## src/rtl/cmr_pkg.sv

```systemverilog
`timescale 1ns / 1ps
// Shared types and constants for the CAN multi-frame reassembler.
// No dependencies; used by cmr_seq and the top level.
package cmr_pkg;

  localparam int BUFFER_BYTES = 64;
  localparam int BUF_AW       = $clog2(BUFFER_BYTES);
  localparam int LEN_W        = 7;
  localparam int CNT_W        = 4;
  localparam int WORD_BYTES   = 8;

  localparam logic [CNT_W-1:0] MAX_COUNT = CNT_W'(WORD_BYTES);

  localparam logic [1:0] STAT_NOT_ADDR = 2'd0;
  localparam logic [1:0] STAT_MISMATCH = 2'd1;
  localparam logic [1:0] STAT_MORE     = 2'd2;
  localparam logic [1:0] STAT_COMPLETE = 2'd3;

  localparam logic KIND_STATUS = 1'b0;
  localparam logic KIND_DATA   = 1'b1;

  typedef enum logic [2:0] {
    S_IDLE,
    S_WRITE,
    S_FINISH,
    S_OUT,
    S_READ
  } state_t;

  typedef struct packed {
    logic              kind;
    logic [1:0]        status;
    logic              is_response;
    logic [1:0]        priority_res;
    logic [3:0]        source;
    logic [8:0]        command;
    logic [7:0]        chunk_index;
    logic [LEN_W-1:0]  message_length;
    logic              overflow;
    logic [63:0]       data_word;
    logic [3:0]        word_bytes;
    logic              last;
  } out_t;

  typedef struct packed {
    logic              we;
    logic [BUF_AW-1:0] waddr;
    logic [7:0]        wdata;
    logic              re;
    logic [BUF_AW-1:0] raddr;
  } ram_req_t;

endpackage

```

## src/rtl/cmr_in_if.sv

```systemverilog
`timescale 1ns / 1ps
// Frame input channel: valid/ready handshake with the received frame fields.
// Standalone; no package dependency.
interface cmr_in_if;
  logic        valid;
  logic        ready;
  logic [28:0] frame_id;
  logic [3:0]  byte_count;
  logic [63:0] payload;

  modport src (output valid, frame_id, byte_count, payload, input ready);
  modport snk (input valid, frame_id, byte_count, payload, output ready);
endinterface

```

## src/rtl/cmr_out_if.sv

```systemverilog
`timescale 1ns / 1ps
// Result channel: valid/ready handshake with status and message word fields.
// Standalone; no package dependency.
interface cmr_out_if;
  logic        valid;
  logic        ready;
  logic        kind;
  logic [1:0]  status;
  logic        is_response;
  logic [1:0]  priority_res;
  logic [3:0]  source;
  logic [8:0]  command;
  logic [7:0]  chunk_index;
  logic [6:0]  message_length;
  logic        overflow;
  logic [63:0] data_word;
  logic [3:0]  word_bytes;
  logic        last;

  modport src (output valid, kind, status, is_response, priority_res, source, command,
               chunk_index, message_length, overflow, data_word, word_bytes, last,
               input ready);
  modport snk (input valid, kind, status, is_response, priority_res, source, command,
               chunk_index, message_length, overflow, data_word, word_bytes, last,
               output ready);
endinterface

```

## src/rtl/cmr_ram.sv

```systemverilog
`timescale 1ns / 1ps
// Generic single-write, single-read synchronous RAM with registered read data.
// No dependencies.
module cmr_ram #(
  parameter int WIDTH = 8,
  parameter int DEPTH = 64
) (
  input  logic                     clk,
  input  logic                     we,
  input  logic [$clog2(DEPTH)-1:0] waddr,
  input  logic [WIDTH-1:0]         wdata,
  input  logic                     re,
  input  logic [$clog2(DEPTH)-1:0] raddr,
  output logic [WIDTH-1:0]         rdata
);

  logic [WIDTH-1:0] mem [DEPTH];

  always_ff @(posedge clk) begin
    if (we) begin
      mem[waddr] <= wdata;
    end
    if (re) begin
      rdata <= mem[raddr];
    end
  end

endmodule

```

## src/rtl/cmr_seq.sv

```systemverilog
`timescale 1ns / 1ps
// Frame sequencer: decode, append bytes into the buffer RAM, result register and readout.
// Depends on cmr_pkg, cmr_in_if, cmr_out_if.
module cmr_seq (
  input  logic              clk,
  input  logic              rst_n,
  input  logic [3:0]        own_address,
  cmr_in_if.snk             in_beat,
  cmr_out_if.src            out_beat,
  output cmr_pkg::ram_req_t ram_req,
  input  logic [7:0]        ram_rdata
);

  localparam int LW = cmr_pkg::LEN_W;
  localparam int CW = cmr_pkg::CNT_W;

  cmr_pkg::state_t state_r, state_nxt, ret_r, ret_nxt;
  logic            busy_r, busy_nxt;
  logic [8:0]      act_cmd_r, act_cmd_nxt;
  logic [LW-1:0]   fill_r, fill_nxt;
  logic            ovf_r, ovf_nxt;
  logic            out_valid_r, out_valid_nxt;
  cmr_pkg::out_t   out_r, out_nxt;
  cmr_pkg::out_t   hdr_r, hdr_nxt;
  logic            lastf_r, lastf_nxt;
  logic [63:0]     pay_r, pay_nxt;
  logic [CW-1:0]   nwr_r, nwr_nxt;
  logic [CW-1:0]   lane_r, lane_nxt;
  logic            pend_r, pend_nxt;
  logic [2:0]      pend_lane_r, pend_lane_nxt;
  logic [LW-1:0]   wbase_r, wbase_nxt;
  logic [CW-1:0]   nb_r, nb_nxt;
  logic [LW-1:0]   msg_len_r, msg_len_nxt;
  logic [63:0]     word_r, word_nxt;

  logic [28:0]     id;
  logic [CW-1:0]   cnt;
  logic [LW-1:0]   room;
  logic            cut;
  logic [LW-1:0]   rd_addr;
  logic [LW-1:0]   wbase_next;
  logic [LW-1:0]   remain;
  logic [63:0]     word_upd;
  logic            word_last;

  assign id   = in_beat.frame_id;
  assign cnt  = (in_beat.byte_count > cmr_pkg::MAX_COUNT) ? cmr_pkg::MAX_COUNT
                                                          : in_beat.byte_count;
  assign room = LW'(cmr_pkg::BUFFER_BYTES) - fill_r;
  assign cut  = LW'(cnt) > room;

  assign rd_addr    = wbase_r + LW'(lane_r);
  assign wbase_next = wbase_r + LW'(cmr_pkg::WORD_BYTES);
  assign remain     = msg_len_r - wbase_next;
  assign word_last  = wbase_next >= msg_len_r;

  always_comb begin
    word_upd = word_r;
    word_upd[pend_lane_r*8 +: 8] = ram_rdata;
  end

  always_comb begin
    state_nxt     = state_r;
    ret_nxt       = ret_r;
    busy_nxt      = busy_r;
    act_cmd_nxt   = act_cmd_r;
    fill_nxt      = fill_r;
    ovf_nxt       = ovf_r;
    out_valid_nxt = out_valid_r;
    out_nxt       = out_r;
    hdr_nxt       = hdr_r;
    lastf_nxt     = lastf_r;
    pay_nxt       = pay_r;
    nwr_nxt       = nwr_r;
    lane_nxt      = lane_r;
    pend_nxt      = 1'b0;
    pend_lane_nxt = pend_lane_r;
    wbase_nxt     = wbase_r;
    nb_nxt        = nb_r;
    msg_len_nxt   = msg_len_r;
    word_nxt      = word_r;
    ram_req       = '0;
    in_beat.ready = 1'b0;

    case (state_r)
      cmr_pkg::S_IDLE: begin
        in_beat.ready = 1'b1;
        if (in_beat.valid) begin
          hdr_nxt              = '0;
          hdr_nxt.kind         = cmr_pkg::KIND_STATUS;
          hdr_nxt.priority_res = id[28:27];
          hdr_nxt.is_response  = id[26];
          hdr_nxt.command      = id[25:17];
          hdr_nxt.chunk_index  = id[15:8];
          hdr_nxt.source       = id[3:0];
          hdr_nxt.last         = 1'b1;
          lastf_nxt            = id[16];
          pay_nxt              = in_beat.payload;
          if (id[7:4] != own_address) begin
            out_nxt        = '0;
            out_nxt.status = cmr_pkg::STAT_NOT_ADDR;
            out_nxt.last   = 1'b1;
            out_valid_nxt  = 1'b1;
            ret_nxt        = cmr_pkg::S_IDLE;
            state_nxt      = cmr_pkg::S_OUT;
          end else if (busy_r && (id[25:17] != act_cmd_r)) begin
            out_nxt        = hdr_nxt;
            out_nxt.status = cmr_pkg::STAT_MISMATCH;
            out_valid_nxt  = 1'b1;
            ret_nxt        = cmr_pkg::S_IDLE;
            state_nxt      = cmr_pkg::S_OUT;
          end else begin
            busy_nxt    = 1'b1;
            act_cmd_nxt = id[25:17];
            ovf_nxt     = ovf_r | cut;
            nwr_nxt     = cut ? room[CW-1:0] : cnt;
            lane_nxt    = '0;
            state_nxt   = (nwr_nxt == '0) ? cmr_pkg::S_FINISH : cmr_pkg::S_WRITE;
          end
        end
      end

      cmr_pkg::S_WRITE: begin
        ram_req.we    = 1'b1;
        ram_req.waddr = fill_r[cmr_pkg::BUF_AW-1:0];
        ram_req.wdata = pay_r[lane_r[2:0]*8 +: 8];
        fill_nxt      = fill_r + LW'(1);
        lane_nxt      = lane_r + CW'(1);
        if (lane_nxt == nwr_r) begin
          state_nxt = cmr_pkg::S_FINISH;
        end
      end

      cmr_pkg::S_FINISH: begin
        out_nxt          = hdr_r;
        out_nxt.overflow = ovf_r;
        out_valid_nxt    = 1'b1;
        state_nxt        = cmr_pkg::S_OUT;
        if (!lastf_r) begin
          out_nxt.status = cmr_pkg::STAT_MORE;
          ret_nxt        = cmr_pkg::S_IDLE;
        end else begin
          out_nxt.status         = cmr_pkg::STAT_COMPLETE;
          out_nxt.message_length = fill_r;
          out_nxt.last           = (fill_r == '0);
          ret_nxt      = (fill_r == '0) ? cmr_pkg::S_IDLE : cmr_pkg::S_READ;
          msg_len_nxt  = fill_r;
          busy_nxt     = 1'b0;
          fill_nxt     = '0;
          ovf_nxt      = 1'b0;
          wbase_nxt    = '0;
          lane_nxt     = '0;
          word_nxt     = '0;
          nb_nxt       = (fill_r > LW'(cmr_pkg::WORD_BYTES)) ? cmr_pkg::MAX_COUNT
                                                             : fill_r[CW-1:0];
        end
      end

      cmr_pkg::S_OUT: begin
        if (out_beat.ready) begin
          out_valid_nxt = 1'b0;
          state_nxt     = ret_r;
        end
      end

      cmr_pkg::S_READ: begin
        if (lane_r < nb_r) begin
          ram_req.re    = 1'b1;
          ram_req.raddr = rd_addr[cmr_pkg::BUF_AW-1:0];
          lane_nxt      = lane_r + CW'(1);
          pend_nxt      = 1'b1;
          pend_lane_nxt = lane_r[2:0];
        end
        if (pend_r) begin
          word_nxt = word_upd;
          if (CW'(pend_lane_r) == nb_r - CW'(1)) begin
            out_nxt            = '0;
            out_nxt.kind       = cmr_pkg::KIND_DATA;
            out_nxt.data_word  = word_upd;
            out_nxt.word_bytes = nb_r;
            out_nxt.last       = word_last;
            out_valid_nxt      = 1'b1;
            ret_nxt            = word_last ? cmr_pkg::S_IDLE : cmr_pkg::S_READ;
            state_nxt          = cmr_pkg::S_OUT;
            wbase_nxt          = wbase_next;
            lane_nxt           = '0;
            word_nxt           = '0;
            nb_nxt = (remain > LW'(cmr_pkg::WORD_BYTES)) ? cmr_pkg::MAX_COUNT
                                                         : remain[CW-1:0];
          end
        end
      end

      default: begin
        state_nxt = cmr_pkg::S_IDLE;
      end
    endcase
  end

  always_ff @(posedge clk) begin
    if (!rst_n) begin
      state_r     <= cmr_pkg::S_IDLE;
      ret_r       <= cmr_pkg::S_IDLE;
      busy_r      <= 1'b0;
      act_cmd_r   <= '0;
      fill_r      <= '0;
      ovf_r       <= 1'b0;
      out_valid_r <= 1'b0;
      pend_r      <= 1'b0;
    end else begin
      state_r     <= state_nxt;
      ret_r       <= ret_nxt;
      busy_r      <= busy_nxt;
      act_cmd_r   <= act_cmd_nxt;
      fill_r      <= fill_nxt;
      ovf_r       <= ovf_nxt;
      out_valid_r <= out_valid_nxt;
      pend_r      <= pend_nxt;
    end
  end

  always_ff @(posedge clk) begin
    out_r       <= out_nxt;
    hdr_r       <= hdr_nxt;
    lastf_r     <= lastf_nxt;
    pay_r       <= pay_nxt;
    nwr_r       <= nwr_nxt;
    lane_r      <= lane_nxt;
    pend_lane_r <= pend_lane_nxt;
    wbase_r     <= wbase_nxt;
    nb_r        <= nb_nxt;
    msg_len_r   <= msg_len_nxt;
    word_r      <= word_nxt;
  end

  assign out_beat.valid          = out_valid_r;
  assign out_beat.kind           = out_r.kind;
  assign out_beat.status         = out_r.status;
  assign out_beat.is_response    = out_r.is_response;
  assign out_beat.priority_res   = out_r.priority_res;
  assign out_beat.source         = out_r.source;
  assign out_beat.command        = out_r.command;
  assign out_beat.chunk_index    = out_r.chunk_index;
  assign out_beat.message_length = out_r.message_length;
  assign out_beat.overflow       = out_r.overflow;
  assign out_beat.data_word      = out_r.data_word;
  assign out_beat.word_bytes     = out_r.word_bytes;
  assign out_beat.last           = out_r.last;

endmodule

```

## src/rtl/can_multiframe_reassembler.sv

```systemverilog
`timescale 1ns / 1ps
// Top level: address register, frame sequencer and message byte buffer RAM.
// Depends on cmr_pkg, cmr_in_if, cmr_out_if, cmr_ram, cmr_seq.
//
//   port      dir   flow control     beat
//   in_beat   in    valid/ready      one received frame
//   out_beat  out   valid/ready      one status result or one message word
//   cfg_*     in    write enable     own_address, 4 bits
//
// A frame that is not addressed here or has the wrong command has its status result
// registered on acceptance, then waits for the output handshake. An appended frame
// stores n bytes, one byte per cycle into the buffer RAM, then registers its result
// for the output handshake. On completion each message word takes word_bytes RAM
// reads plus its handshake. One frame at a time; a stalled result holds the block.
// Reset is synchronous, active low; no clearing pass.
module can_multiframe_reassembler (
  input  logic   clk,
  input  logic   rst_n,
  input  logic   cfg_wr_en,
  input  logic [3:0] cfg_wr_data,
  cmr_in_if.snk  in_beat,
  cmr_out_if.src out_beat
);

  logic [3:0]        own_address_r;
  cmr_pkg::ram_req_t ram_req;
  logic [7:0]        ram_rdata;

  always_ff @(posedge clk) begin
    if (!rst_n) begin
      own_address_r <= '0;
    end else if (cfg_wr_en) begin
      own_address_r <= cfg_wr_data;
    end
  end

  cmr_seq u_seq (
    .clk         (clk),
    .rst_n       (rst_n),
    .own_address (own_address_r),
    .in_beat     (in_beat),
    .out_beat    (out_beat),
    .ram_req     (ram_req),
    .ram_rdata   (ram_rdata)
  );

  cmr_ram #(
    .WIDTH (8),
    .DEPTH (cmr_pkg::BUFFER_BYTES)
  ) u_buf (
    .clk   (clk),
    .we    (ram_req.we),
    .waddr (ram_req.waddr),
    .wdata (ram_req.wdata),
    .re    (ram_req.re),
    .raddr (ram_req.raddr),
    .rdata (ram_rdata)
  );

  a_in_no_pending_out: assert property (@(posedge clk) disable iff (!rst_n)
    (in_beat.valid && in_beat.ready) |-> !out_beat.valid)
    else $error("frame accepted while a result is pending");

  a_ram_no_overlap: assert property (@(posedge clk) disable iff (!rst_n)
    ram_req.we |-> !ram_req.re)
    else $error("buffer write and read in the same cycle");

  a_data_bytes: assert property (@(posedge clk) disable iff (!rst_n)
    (out_beat.valid && out_beat.kind == cmr_pkg::KIND_DATA) |->
      (out_beat.word_bytes != 4'd0 && out_beat.word_bytes <= cmr_pkg::MAX_COUNT))
    else $error("message word with bad byte count");

  a_status_clean: assert property (@(posedge clk) disable iff (!rst_n)
    (out_beat.valid && out_beat.kind == cmr_pkg::KIND_STATUS) |->
      (out_beat.data_word == 64'd0 && out_beat.word_bytes == 4'd0))
    else $error("status result carries data");

endmodule
```

## src/flat_wrapper.sv

```systemverilog
// flat-port wrapper written by rule: the top's interface ports become plain ports
module can_multiframe_reassembler_flat 
  (clk, rst_n, cfg_wr_en, cfg_wr_data, in_beat_valid, in_beat_frame_id, in_beat_byte_count, in_beat_payload, in_beat_ready, out_beat_valid, out_beat_kind, out_beat_status, out_beat_is_response, out_beat_priority_res, out_beat_source, out_beat_command, out_beat_chunk_index, out_beat_message_length, out_beat_overflow, out_beat_data_word, out_beat_word_bytes, out_beat_last, out_beat_ready);
  cmr_in_if in_beat_i ();
  cmr_out_if out_beat_i ();
  input  logic clk;
  input  logic rst_n;
  input  logic cfg_wr_en;
  input  logic [3:0] cfg_wr_data;
  input wire logic [$bits(in_beat_i.valid)-1:0] in_beat_valid;
  input wire logic [$bits(in_beat_i.frame_id)-1:0] in_beat_frame_id;
  input wire logic [$bits(in_beat_i.byte_count)-1:0] in_beat_byte_count;
  input wire logic [$bits(in_beat_i.payload)-1:0] in_beat_payload;
  output wire logic [$bits(in_beat_i.ready)-1:0] in_beat_ready;
  output wire logic [$bits(out_beat_i.valid)-1:0] out_beat_valid;
  output wire logic [$bits(out_beat_i.kind)-1:0] out_beat_kind;
  output wire logic [$bits(out_beat_i.status)-1:0] out_beat_status;
  output wire logic [$bits(out_beat_i.is_response)-1:0] out_beat_is_response;
  output wire logic [$bits(out_beat_i.priority_res)-1:0] out_beat_priority_res;
  output wire logic [$bits(out_beat_i.source)-1:0] out_beat_source;
  output wire logic [$bits(out_beat_i.command)-1:0] out_beat_command;
  output wire logic [$bits(out_beat_i.chunk_index)-1:0] out_beat_chunk_index;
  output wire logic [$bits(out_beat_i.message_length)-1:0] out_beat_message_length;
  output wire logic [$bits(out_beat_i.overflow)-1:0] out_beat_overflow;
  output wire logic [$bits(out_beat_i.data_word)-1:0] out_beat_data_word;
  output wire logic [$bits(out_beat_i.word_bytes)-1:0] out_beat_word_bytes;
  output wire logic [$bits(out_beat_i.last)-1:0] out_beat_last;
  input wire logic [$bits(out_beat_i.ready)-1:0] out_beat_ready;
  assign in_beat_i.valid = in_beat_valid;
  assign in_beat_i.frame_id = in_beat_frame_id;
  assign in_beat_i.byte_count = in_beat_byte_count;
  assign in_beat_i.payload = in_beat_payload;
  assign in_beat_ready = in_beat_i.ready;
  assign out_beat_valid = out_beat_i.valid;
  assign out_beat_kind = out_beat_i.kind;
  assign out_beat_status = out_beat_i.status;
  assign out_beat_is_response = out_beat_i.is_response;
  assign out_beat_priority_res = out_beat_i.priority_res;
  assign out_beat_source = out_beat_i.source;
  assign out_beat_command = out_beat_i.command;
  assign out_beat_chunk_index = out_beat_i.chunk_index;
  assign out_beat_message_length = out_beat_i.message_length;
  assign out_beat_overflow = out_beat_i.overflow;
  assign out_beat_data_word = out_beat_i.data_word;
  assign out_beat_word_bytes = out_beat_i.word_bytes;
  assign out_beat_last = out_beat_i.last;
  assign out_beat_i.ready = out_beat_ready;
  can_multiframe_reassembler u_core (.clk(clk), .rst_n(rst_n), .cfg_wr_en(cfg_wr_en), .cfg_wr_data(cfg_wr_data), .in_beat(in_beat_i), .out_beat(out_beat_i));
endmodule
```

## config.mk

```make
export PLATFORM = sky130hd
export DESIGN_NAME = can_multiframe_reassembler_flat
export DESIGN_NICKNAME = d
export VERILOG_FILES = /design/src/rtl/cmr_pkg.sv /design/src/rtl/cmr_in_if.sv /design/src/rtl/cmr_out_if.sv /design/src/rtl/cmr_ram.sv /design/src/rtl/cmr_seq.sv /design/src/rtl/can_multiframe_reassembler.sv /design/src/flat_wrapper.sv
export SDC_FILE = /design/constraint.sdc
export NUM_CORES = 1
export LEC_CHECK = 0
export ABC_AREA = 1
export BUFFER_PORTS_ARGS = -buffer_cell sky130_fd_sc_hd__buf_2
export CORE_MARGIN = 2
export CORE_UTILIZATION = 40
export DETAILED_ROUTE_END_ITERATION = 10
export PLACE_DENSITY = 0.65
export SLEW_MARGIN = 30
export SYNTH_ARGS = -nofsm -noshare
export SYNTH_HDL_FRONTEND = slang
export SYNTH_SLANG_ARGS = --single-unit
export TNS_END_PERCENT = 5
```

## constraint.sdc

```tcl
create_clock -name clk -period 6.3 [get_ports clk]
set_clock_uncertainty 0.1 [all_clocks]
set_input_delay 0.945 -clock clk [delete_from_list [all_inputs] [get_ports clk]]
set_output_delay 0.945 -clock clk [all_outputs]
set_load 0.005 [all_outputs]
```

; ---- Yosys cells after proc, flatten, opt, wreduce, memory -nomap -nowiden
; Memories as Yosys holds them, arrays and structs flattened. A register that Yosys moved wholly into a read port is not among the register bits.
; Cells that the tools add are included.
[totals]
ff_bits = 316
ram_bits = 512
inputBits = 106
output_inout_bits = 106
word_cells = 172
n_memories = 1
[op_classes]
add_sub_neg = 8
magnitude_cmp = 6
eq_ne = 17
n_shift = 3
muxes = 76
n_bitwise = 3
n_reduce_logical = 23
[mem_list]
columns = memory, words, word_bits, rd, rd_ports_with_merged_regs, wr, line_no
row1 = u_core.u_buf.mem, 64, 8, 1, 1, 1, cmr_ram.sv:17  ; logic [WIDTH-1:0] mem [DEPTH];
[op_table]
columns = cell, count
row1 = 2-to-1 mux 104 bit, 5
row2 = one-hot mux 104 bit (3 select lines), 1
row3 = 2-to-1 mux 64 bit, 3
row4 = one-hot mux 64 bit (2 select lines), 1
row5 = bitwise mux 64 bit, 1
row6 = variable shift 8 x 34 -> 64 bit (first input constant), 1
row7 = variable part select 64 x 7 -> 8 bit, 1
row8 = variable part select 8 x 34 -> 64 bit, 1
row9 = 2-to-1 mux 4 bit, 14
row10 = 2-to-1 mux 7 bit, 6
row11 = 2-to-1 mux 3 bit, 13
row12 = negation 6 -> 34 bit, 1
row13 = one-hot mux 7 bit (2 select lines), 2
row14 = AND reduction 5 bit, 4
row15 = 2-to-1 mux 1 bit, 19
row16 = inequality test 2 bit (second input constant), 8
row17 = one-hot mux 4 bit (4 select lines), 1
row18 = 2-to-1 mux 15 bit, 1
row19 = one-hot mux 3 bit (5 select lines), 1
row20 = > comparator 7 x 4 -> 1 bit (second input constant), 2
row21 = AND reduction 2 bit, 5
row22 = inequality test 9 bit, 1
row23 = one-hot mux 3 bit (3 select lines), 1
row24 = one-hot mux 4 bit (2 select lines), 1
row25 = 33 further kinds, 42

; ---- Depth between registers and ports, before layout
; Gate-level depths: netlist (run 1).
[depth]
depth_word = 10
depth_mapped = 22
depth_no_buf = 21

; ---- Cells and area by module
; A second synthesis (run 1) with hierarchy kept.
[unflattened]
hier_cells = 2979
hier_area_um2 = 34625.7
[by_module_without_submodules]
columns = module, n_inst, cells_per_inst, area_per_inst_um2
row1 = cmr_ram, 1, 1806, 21360.5
row2 = cmr_seq, 1, 1148, 13098.8
row3 = can_multiframe_reassembler, 1, 25, 166.4

; ---- Least setup slack after synthesis (run 1)
; Ideal clock, no wire load.
[synth_path]
path_kind = flip-flop to flip-flop
from = register u_core.u_seq.state_r[0]
to = register u_core.u_seq.hdr_r[100] (netlist bit) (enable)
setup_ns = 0.537
arrival_ns = 4.692
path_slack_ns = 0.970
stages_incl_launch_ff = 6
path_buffers = 0
path_cell_list = dfxtp_1 nor2_4 inv_1 nor2_1 inv_1 nor2_1
[synth_between]
elab_chain_cells = 2
[synth_rtl]
columns = item, line_no
row1 = from (decl), cmr_seq.sv:17  ; cmr_pkg::state_t state_r, state_nxt, ret_r, ret_nxt;
row2 = from (signal assigned), cmr_seq.sv:202  ; state_r <= cmr_pkg::S_IDLE;
row3 = from (signal assigned), cmr_seq.sv:211  ; state_r <= state_nxt;
row4 = logical NOT 3 bit, cmr_seq.sv:85  ; case (state_r)
row5 = AND reduction 2 bit (no source line), n/a
row6 = to (signal assigned), cmr_seq.sv:224  ; hdr_r <= hdr_nxt;
row7 = to (decl), cmr_seq.sv:24  ; cmr_pkg::out_t hdr_r, hdr_nxt;
; No other way between the ends.
; A chain may end at the register's enable or synchronous reset.

; ---- Worst setup path in the final report (run 1)
[layout_path]
from = register u_core.u_seq.state_r[0]
to = register u_core.u_seq.out_r (netlist bit u_core.u_seq.out_beat.data_word[46]) (enable)
[layout_between]
elab_chain_cells = 3
[layout_rtl]
columns = item, line_no
row1 = "equality test 3 bit, or another cell as far along", cmr_seq.sv:85
row2 = "inequality test 2 bit (no source line), or another cell as far along", n/a
row3 = AND reduction 5 bit (no source line) *, n/a
row4 = to (signal assigned), cmr_seq.sv:223  ; out_r <= out_nxt;
row5 = to (decl), cmr_seq.sv:23  ; cmr_pkg::out_t out_r, out_nxt;
; Mark *: on every way between the ends. The rest lies on a longest branch, timed or not.

==> results.yml, run 1 <==
run:
  max_cap_viol_count: 0
critical_path:
  cp.required_ns: 6.47
  worstPathBufferInverterCount: 4
  cp_max_fo: 79
  arrival_ns: 4.48
  critPathKind: "register to register"
  path_delay_family: "buffers and inverters"
  slowest_stage: "nand2_4"
  start_kind: "register"
  crit_path_end_kind: "register"
  max_stage_delay_ns: 0.65
  cp_cell_sequence: "nor2_4 -> nand2_4 -> inv_2 -> nand2_2 -> buf_4 -> nand2_1 -> a211oi_1 -> nand2_1 -> inv_4 -> buf_4"
yosys:
  yosys_warnings: 0
  synth.most_common_cell: "edfxtp_1"
  synth.distinct_cells: 41
  syn_nets: 3118
  syn-cell-area_um2: 34500
  synthFlopType: "edfxtp_1"
  synth-edff-count: 803
  async_flop_share_pct: 0
  synth_commonest_cells: "edfxtp_1, nand2_1, nand3_1"
  syn_avg_cell_area_um2: 11.55
  yosysSeqAreaShare_pct: 71.52
  syn-instance-count: 2987
  netlist_top_cells_area: "edfxtp_1, nand2_1, nand3_1"
  synth_top_area_cell: "edfxtp_1"
  yosys_register_bits: 831
  netlist.area_leader.share_pct: 69.89
placement:
  placed_cell_area_um2: 36770
  dp.cells: 4223
  pre_cts_ws_ns: 2.013
  portBuffers: 211
  place_congestion: 0.8471
  dp_hpwl_um: 54120
global_routing:
  grt_max_degree: 154
  grt_pass1_vias: 21970
  antenna_found_initial: 6
  grt-ovfl-total: 0
  grtUsageTotal_pct: 19.30
  grt_pass1_wl_um: 132800
run_status:
  status: "finished clean"
clocking:
  clk_path_buf_depth: 3
  cts_hold_buf: 0
  htreeDepth: 3
  path_clk_slew_ns: 0.06
  cts_tree: "yes"
  cts_resized: 0
  cts_buffers: 81
  clockRootBuffer: "clkbuf_16"
  clock_latency_ns: 0.63
  cts.sinks: 831
  cts_setup_buffers: 0
drt:
  vias_per_cell: 5.236
  drt-total-wl_um: 86980
  drc: 0
  via_count: 22890
  drtAntennaViolNets: 0
  drtIter0Drc: 2512
  first_pass_iters: 5
  drt-wirelength-per-cell_um: 19.90
die:
  initial_core_util_pct: 40.45
  fp.dieArea_um2: 88610
  rows: 107
  io_pins: 212
  core_um2: 85280
  fp.dieW_um: 297.7
  die_y_um: 297.7
pwr:
  power_uw: 14670
  power_density_nw_per_um2: 372.5
  vdd_ir_drop_max_uv: 282.6
  power_leakage_uw: 0.01454
finish:
  design_area_um2: 39390
  drive_gt1_share_pct: 12.22
  nets: 3295
  instances_no_fill: 4371
  area_growth_pct: 14.17
timing:
  relSlewSlack_pct: 32.61
  max_freq_mhz: 231.9
  setup_ws_ns: 1.988
  finalSetupViolCount: 0
  min_period_ns: 4.312
  drv_slew: 0
  rsz0062_at_grt: "no"
  final.period_utilization_pct: 68.45
  hold_violations: 0
  tightest_slew_ns: 1.007
  setup_tns_ns: 0
hold_path:
  min_path_type: "register to register"
-- cells by family (layout without fill, tap and decap cells) --
kind of cell | count (synthesis) | after routing | share of synthesized area, %
AO/OA/AOI/OAI | 196 | 196 | 3.297
XOR/XNOR | 23 | 23 | 0.5839
adder cells (fa/ha/maj) | 25 | 25 | 0.9067
buffers and inverters | 278 | 514 | 3.532
flip-flops | 831 | 831 | 71.52
multiplexers | 16 | 16 | 0.4642
other | 0 | 4 | 0
AND/OR/NAND/NOR | 1618 | 1618 | 19.70
-- per-stage QoR --
| step | util, % | hold WS (ns) |
|---|---|---|
| 3_3_place_gp | 43.04 | 0.3547 |
| 4_1_cts | 46.11 | 0.3519 |
| 2_1_floorplan | - | 0.3029 |
| 3_5_place_dp | 43.11 | 0.3609 |
| 5_1_grt | 46.18 | 0.3672 |
| 6_report | 46.18 | 0.3708 |
-- registers in the layout, indices dropped and copies added, names as in the netlist, 4 cells and up --
register / flops
u_core.u_seq.nb_r: 4
u_core.u_seq.word_r: 64
u_core.u_seq.out_beat.word_bytes: 4
u_core.u_seq.lane_r: 4
u_core.u_seq.nwr_r: 4
u_core.u_buf.mem: 512
u_core.u_seq.out_beat.command: 9
u_core.u_seq.act_cmd_r: 9
u_core.u_seq.out_beat.source: 4
u_core.u_seq.hdr_r: 24
u_core.u_seq.msg_len_r: 7
u_core.u_seq.pay_r: 64
u_core.u_seq.fill_r: 7
u_core.own_address_r: 4
u_core.u_seq.wbase_r: 4
u_core.u_buf.rdata: 8
u_core.u_seq.out_beat.message_length: 7
u_core.u_seq.out_beat.chunk_index: 8
u_core.u_seq.out_beat.data_word: 64
-- per-layer routing --
layer	part of all wire, %	vias to the layer above	global-route usage, %
li1	-	10810	-
met1	41	11010	26.61
met3	8.1	138	3.493
met4	2.5	4	6.000
met5	0.031	-	0
met2	48	927	31.11
-- power breakdown --
group	switching (uW)	internal (uW)
Sequential	223	7240
Clock	2040	2710
Combinational	1780	680
-- placed cells by master (no fill, tap or decap), types with 22 or more instances in the layout --
cell type / n
edfxtp_1: 803
nand2_1: 758
nand3_1: 489
nor2_1: 327
buf_2: 211
o21ai_0: 122
inv_1: 113
clkbuf_16: 83
buf_4: 29
dfxtp_1: 28
a21oi_1: 25
ha_1: 25
clkbuf_1: 22
-- worst register-to-register path, delay by kind of cell (launching register included) --
kind	cells	cell delay [ns]
AO/OA/AOI/OAI	1	0.27
flip-flops	1	0.43
buffers and inverters	4	1.78
AND/OR/NAND/NOR	5	1.37
-- path summary, 6_finish.rpt --
| kind | startpoint | endpoint | slack, ns | cells past startpoint |
|---|---|---|---|---|
| worst min-delay path | u_core.u_seq.busy_r | u_core.u_seq.busy_r | 0.37 | 2 |
| worst max register to register | u_core.u_seq.state_r[0] | u_core.u_seq.out_beat.data_word[46] | 1.99 | 10 |
| worst max-delay path | u_core.u_seq.state_r[0] | u_core.u_seq.out_beat.data_word[46] | 1.99 | 10 |
| worst min register to register | u_core.u_seq.busy_r | u_core.u_seq.busy_r | 0.37 | 2 |
-- final cells by class --
class,count,area (um^2)
timing repair buffer,249,1441
clock buffer,108,2201
multi-input combinational,1878,8802
antenna,4,10.01
fill,7682,45890
sequential,831,24670
tap,1144,1431
clock inverter,34,357.8
inverter,123,469.2
No activity file was read; power rests on OpenSTA's default activity.
==> inputs of run 2 (changes only) <==
PLACE_DENSITY = 0.68   (was 0.65)
clock period = 3.75 ns   (was 6.3 ns; I/O delays follow)
==> run 2 against run 1 <==
Against the previous run:
- total power grew 70%
- clock power rose by 66%
- largest cell class unchanged
- combinational power up 83%
- clock-buffer cell count shrank 7
- critical path type unchanged
- register-to-register slack lost 1.8 ns
- die area unchanged
- highest routed layer is now met4
==> results.yml, run 2 (synthesis gave the netlist of run 1 again) <==
run_status:
  status: "finished clean"
timing:
  drv_slew: 0
  min_period_ns: 3.528
  finalSetupViolCount: 0
  max_freq_mhz: 283.5
  final.period_utilization_pct: 94.07
  setup_tns_ns: 0
  relSlewSlack_pct: 38.50
  hold_violations: 0
  tightest_slew_ns: 0.9192
finish:
  area_growth_pct: 18.63
  largest_reg_flops: 512
  fin_util_pct: 47.99
  insertedDiodeCount: 0
  fillers: 7442
  regMostFlops: "u_core.u_buf.mem"
  mostFrequentLayoutCells: "edfxtp_1, nand2_1, nand3_1"
  final_common_cell: "edfxtp_1"
  drive_gt1_share_pct: 14.07
  nets: 3457
run:
  max_cap_viol_count: 0
critical_path:
  worstPathBufferInverterCount: 5
  slowest_stage: "edfxtp_1"
  cpMostUsedCell: "nand2_1"
  crit_path_end_kind: "register"
  reg2reg_slack_ns: 0.22
  r2r_cells: 19
  cp-startpoint: "u_core.u_seq.lane_r[3]"
  cp_cell_sequence: "ha_1 -> a21oi_2 -> nand2_1 -> inv_1 -> ha_1 -> inv_1 -> nor2_4 -> inv_8 -> buf_12 -> nand2_1 -> nand2_1 -> inv_1 -> nand2_1 -> nand3_1 -> nand3_1 -> nand3_1 -> nand2_1 -> nand2_1 -> nand2_1"
  cp.required_ns: 4.04
  path_depth: 19
  cp_max_fo: 73
  start_kind: "register"
  max_stage_delay_ns: 0.46
  arrival_ns: 3.82
  crit_end: "u_core.u_buf.rdata[7]"
  critPathKind: "register to register"
  r2r_start: "u_core.u_seq.lane_r[3]"
  path_delay_family: "simple AND/OR/NAND/NOR gates"
  worstReg2RegEnd: "u_core.u_buf.rdata[7]"
clocking:
  cts_buffers: 82
  clock_latency_ns: 0.65
  cts.sinks: 831
  path_clk_slew_ns: 0.06
  clockRootBuffer: "clkbuf_16"
  clk_path_buf_depth: 3
  htreeDepth: 3
  cts_tree: "yes"
drt:
  drt-total-wl_um: 90560
  vias_per_cell: 5.285
  drt-wirelength-per-cell_um: 19.97
  drtAntennaViolNets: 0
  drc: 0
  first_pass_iters: 5
  drtIter0Drc: 2549
  via_count: 23960
die:
  die_y_um: 297.7
  core_um2: 85280
  fp.dieArea_um2: 88610
  fp.dieW_um: 297.7
  initial_core_util_pct: 40.45
  io_pins: 212
  rows: 107
hold_path:
  min_path_type: "input pin to register"
  hold_start: "in_beat_frame_id[12]"
pwr:
  vdd_ir_drop_max_uv: 468.5
  power_uw: 24880
  power_leakage_uw: 0.01537
  power_density_nw_per_um2: 608.0
placement:
  portBuffers: 211
  place_congestion: 0.8405
  dp_hpwl_um: 54630
global_routing:
  grt-ovfl-total: 0
  grt_pass1_vias: 23050
  grt_max_degree: 126
  antenna_found_initial: 0
  grt_pass1_wl_um: 136900
  grtUsageTotal_pct: 19.85
-- run 2: cell count changes in the layout (fill, tap and decap cells not counted), sizes merged --
cell | previous run | this run
inv | 124 | 121
clkbuf | 108 | 102
bufinv | 6 | 4
buf | 249 | 330
clkinv | 24 | 44
diode | 4 | 0
clkinvlp | 3 | 1
dlygate4sd3 | 0 | 79
-- run 2: routing by layer --
metal  share of wire (%)  GRT usage, %  wire length (um)
met1                  40         26.72             36480
met5                   0             0                 0
met2                  49         33.27             44480
met4                 2.6         5.688              2332
met3                 8.0         3.179              7259
-- run 2: area by class of cell --
cell class	instances	area [um^2]	area share, %
inverters	123	471.7	1.153
clock inverters	47	360.3	0.8805
flip-flops and latches	831	24670	60.29
multi-input cells	1878	8771	21.43
clock buffers	101	2187	5.344
well taps	1144	1431	3.498
repair buffers	410	3030	7.405
-- run 2: what timing repair did --
item / 4_1_cts / 5_1_grt
setup buffers: 0 / 3
endpoints found under the setup margin: 0 / 8
resized for setup: 0 / 6
endpoints found under the hold margin: 79 / 0
hold buffers: 79 / 0
-- run 2: power breakdown --
part           internal [uW]  total [uW]  switching, uW
clock network           4430        7880           3450
registers              12100       12500            378
logic                   1400        4490           3090
total                  18000       24900           6910
-- run 2: through the flow --
step | instance area (um^2) | setup slack (ns) | instances | hold WS, ns
3_3_place_gp | 37510 | 0.1036 | 4302 | 0.3507
5_1_grt | 40930 | -0.03623 | 4534 | 0.01469
2_1_floorplan | 34510 | -0.4332 | 2987 | 0.3029
4_1_cts | 40850 | 0.06215 | 4529 | 0.006138
6_report | 40930 | 0.2222 | 4534 | 0.03300
3_5_place_dp | 37510 | 0.09295 | 4302 | 0.3540
-- run 2: worst min-delay path by stage --
stage,to,cells after the start,slack [ns]
global placement,u_core.u_seq.out_beat.valid,2,0.35
CTS,u_core.u_seq.hdr_r[81],1,0.006
global route,u_core.u_seq.hdr_r[81],1,0.01
detailed placement,u_core.u_seq.out_beat.valid,2,0.35
finish,u_core.u_seq.hdr_r[81],1,0.03
floorplan,u_core.u_seq.msg_len_r[2],0,0.30
